[config.mk]
export PLATFORM = sky130hd
export DESIGN_NAME = tdrg_cmd_fifo
export DESIGN_NICKNAME = d
export VERILOG_FILES = /design/src/hdl/tdrg_pkg.sv /design/src/hdl/tdrg_cmd_fifo.sv
export SDC_FILE = /design/constraint.sdc
export NUM_CORES = 1
export LEC_CHECK = 0
export BUFFER_PORTS_ARGS = -buffer_cell sky130_fd_sc_hd__buf_2
export CORE_MARGIN = 5
export CORE_UTILIZATION = 56
export CTS_CLUSTER_SIZE = 20
export DETAILED_ROUTE_END_ITERATION = 8
export GPL_ROUTABILITY_DRIVEN = 1
export HOLD_SLACK_MARGIN = 0.08
export PLACE_DENSITY = 0.86
export SYNTH_ARGS = -nofsm -noshare
export SYNTH_HDL_FRONTEND = slang
export SYNTH_SLANG_ARGS = --single-unit
[constraint.sdc]
create_clock -name clk -period 7.7 [get_ports clk]
set_input_delay 0 -clock clk [delete_from_list [all_inputs] [get_ports clk]]
set_output_delay 0 -clock clk [all_outputs]
set_load 0.01 [all_outputs]
[src/hdl/tdrg_pkg.sv]
// Package for the distance row generator: field widths, ops, register indexes.
// No dependencies.
`timescale 1ns / 1ps
package tdrg_pkg;
  localparam int CoordW = 24;
  localparam int DistW  = 17;
  localparam int IdxW   = 6;
  localparam int CntW   = 7;
  localparam int SumW   = 50;
  localparam int RootW  = 25;

  localparam logic OP_STORE = 1'b0;
  localparam logic OP_ROW   = 1'b1;

  localparam logic REG_MODE  = 1'b0;
  localparam logic REG_COUNT = 1'b1;

  typedef struct packed {
    logic                 op;
    logic [IdxW-1:0]      node_index;
    logic [CoordW-1:0]    coord_x;
    logic [CoordW-1:0]    coord_y;
  } cmd_t;

  typedef struct packed {
    logic [IdxW-1:0]  row_node;
    logic [IdxW-1:0]  column_node;
    logic [DistW-1:0] distance;
    logic             last;
    logic             index_error;
  } res_t;
endpackage

[src/hdl/tdrg_cmd_fifo.sv]
// Short command queue between the front end and the row engine.
// Depends on tdrg_pkg.
`timescale 1ns / 1ps
module tdrg_cmd_fifo import tdrg_pkg::*; (
  input  logic clk,
  input  logic rst_n,
  input  logic wr_valid,
  output logic wr_stall,
  input  cmd_t wr_data,
  output logic rd_valid,
  input  logic rd_take,
  output cmd_t rd_data
);
  cmd_t       mem_r [2];
  logic       wp_r, rp_r;
  logic [1:0] cnt_r;
  logic       wr_en, rd_en;

  assign wr_stall = cnt_r[1];
  assign rd_valid = cnt_r != 2'd0;
  assign rd_data  = mem_r[rp_r];
  assign wr_en    = wr_valid && !wr_stall;
  assign rd_en    = rd_valid && rd_take;

  always_ff @(posedge clk) begin
    if (wr_en) mem_r[wp_r] <= wr_data;
    if (!rst_n) begin
      wp_r <= 1'b0; rp_r <= 1'b0; cnt_r <= 2'd0;
    end else begin
      if (wr_en) wp_r <= !wp_r;
      if (rd_en) rp_r <= !rp_r;
      cnt_r <= cnt_r + {1'b0, wr_en} - {1'b0, rd_en};
    end
  end
endmodule

==> metrics.cfg <==
[run_status]
status=finished clean

[detailed_routing]
drtPass1Iterations=4
routed_via_density=4.91
routedWlPerCell_um=17.2
detail_route.iter0.violations=104
detail-route-antenna-nets=0
wirelength_um=8600
route.detailed.drc=0
vias=2454

[critical_path]
endpoint=mem_r[1][8]$_DFFE_PP_
cp_slowest_cell=nor2_4
required_ns=7.84
path_class=reg2reg
crit_cells=3
crit_start=cnt_r[1]$_SDFF_PN0_
reg2reg_from=cnt_r[1]$_SDFF_PN0_
reg2reg_to=mem_r[1][8]$_DFFE_PP_
startpoint_type=flop
crit_chain=nand2b_1 > nor2_4 > buf_4
r2r.worst_path.cells=3
critPathMaxStageDelay_ns=0.63
path_max_fanout=29
path_delay_family=simple AND/OR/NAND/NOR gates
r2r_setup_slack_ns=5.57
path_buf_inv=1
arrival_ns=2.27
cp-end-kind=flop

[layout]
finalNetCount=445
antenna_cells=0
final_common_cell=buf_2
syn_to_final_growth_pct=42.3
stdcell_area_um2=6300
drive_above_1_share_pct=50.5
mostFrequentLayoutCells=buf_2 (115), edfxtp_1 (110), dlygate4sd3_1 (57)
post-route-util_pct=81.5

[place]
place_hpwl_um=5150
placed_area_um2=5090
port-buffer-count=115
routabilityCongestion=0.723

[sta]
hold_viol_final=0
drv_slew=0
fin_skew_ns=0.00625
setup_viol=0
fin_setup_tns_ns=0
worst_pin_slew_ns=0.988
rsz0062_at_grt=false
fin_crit_ns=2.13
finalCritPeriodShare_pct=27.7
holdWs_ns=0.167
slew_headroom_pct=34.1
fmax_ghz=0.469

[logic_synthesis]
muxShareOfSynthArea_pct=18.2
syn_inst=198
yosys.area_share.simple_pct=2.09
synth_xor_area_share_pct=0.198
netlist_area_um2=4430
synthAdderAreaFrac_pct=0.283
synth_compound_area_share_pct=0.679
synth.distinct_cells=21
syn_nets=258
ys.warnings.count=0
synth_top_family_by_area=multiplexers
syn-mean-instance-area_um2=22.4
synth_seq_cells=115
seq_area_frac_synth_pct=76.9

[die]
io_pins=116
start_util_pct=57.3
coreArea_um2=7730
fp.dieW_um=98.9
die_y_um=98.9
die_area_um2=9780
rows=32

[clock_tree]
cts_tree=done
worstSkewPairLatency_ns=0.49
cts-buffers-inserted=17
cts_setup_buffers=0
ctsResizeCount=0
clkSinkCount=115
cts-root-buf=clkbuf_8
ctsLongestPathBuffers=2
h-tree-depth=4
holdBufCountCts=57
clkSlewWorstSetupHoldPaths_ns=0.05

[global_route]
antenna_found_initial=0
gr-usage-all-layers_pct=18.7
grt_pass1_vias=2778
grt_max_degree=56
overflow=0
grt_pass1_wl_um=13700

[power]
power_leakage_nw=2.53
power_mw=1.96
power.density_nw_per_um2=312
vdd_ir_drop_max_mv=0.214

[worst_hold_path]
min_path_type=in2reg

[job]
maxCapViolCount=0

==> layout make-up <==
cell class	count	area (µm²)
clock buffers	21	449
clock inverters	11	183
repair buffers	174	1160
flip-flops and latches	115	3410
inverters	1	3.75
fillers	397	1430
multi-input cells	76	966
well taps	102	128
==> kinds of logic (layout without fill, tap and decap cells) <==
group           after synthesis  in the layout
buf+inv                       7            207
compound gates                5              5
xor+xnor                      1              1
fa+ha+maj                     1              1
flops                       115            115
simple gates                 14             14
mux                          55             55
==> Yosys cell counts (all sizes together) <==
library cell    n  area, µm²
buf             6       67.6
mux2           55        807
nor2            2       7.51
or2             1       6.26
and2            4       25.0
nor3            1       10.0
and3b           1       8.76
o21ai           3       15.0
dfxtp           5        100
a21o            1       7.51
xnor2           1       8.76
o21a            1       7.51
and4bb          1       12.5
edfxtp        110       3300
nand2           1       3.75
nor2b           2       12.5
ha              1       12.5
nand2b          1       6.26
inv             1       3.75
==> routing by layer <==
| layer | vias to the layer above | wire length (µm) | track usage, % |
|---|---|---|---|
| met5 | - | 0 | 0 |
| met4 | 0 | 167 | 7.04 |
| met3 | 16 | 521 | 6.72 |
| met2 | 90 | 4840 | 34.7 |
| met1 | 1194 | 3080 | 19.1 |
| li1 | 1154 | - | - |
==> stage by stage <==
stage / cells / setup slack (ns)
CTS: 500 / 5.54
detailed placement: 411 / 5.54
global route: 500 / 5.39
global placement: 411 / 5.64
floorplan: 198 / 4.34
finish: 500 / 5.57
==> where the power goes <==
group	switching, mW	total (mW)	internal (mW)
logic	0.134	0.332	0.198
registers	0.0580	0.816	0.758
clock network	0.245	0.817	0.572
total	0.437	1.96	1.53
==> worst register-to-register path, cell delays in order, from the launching register on <==
cell and delay [ns]:
dfxtp_1 0.36, nand2b_1 0.28, nor2_4 0.64, buf_4 0.50
==> state kept, by name, summed over array words and instances, names as in the netlist, named ones only <==
register and cells:
cnt_r 2, mem_r 110, rp_r 1, wp_r 1
==> how the worst min path moves through the flow <==
stage	startpoint	endpoint	slack, ns	cells past startpoint
2_1_floorplan	wr_data[0]	mem_r[0][0]$_DFFE_PP_	0.1	0
3_3_place_gp	wr_data[50]	mem_r[1][50]$_DFFE_PP_	0.19	1
3_5_place_dp	wr_data[23]	mem_r[1][23]$_DFFE_PP_	0.19	1
4_1_cts	wr_valid	wp_r$_SDFFE_PN0P_	0.13	4
5_1_grt	wr_valid	wp_r$_SDFFE_PN0P_	0.20	4
6_report	wr_valid	wp_r$_SDFFE_PN0P_	0.17	4
(Power assumes the default switching activity.)
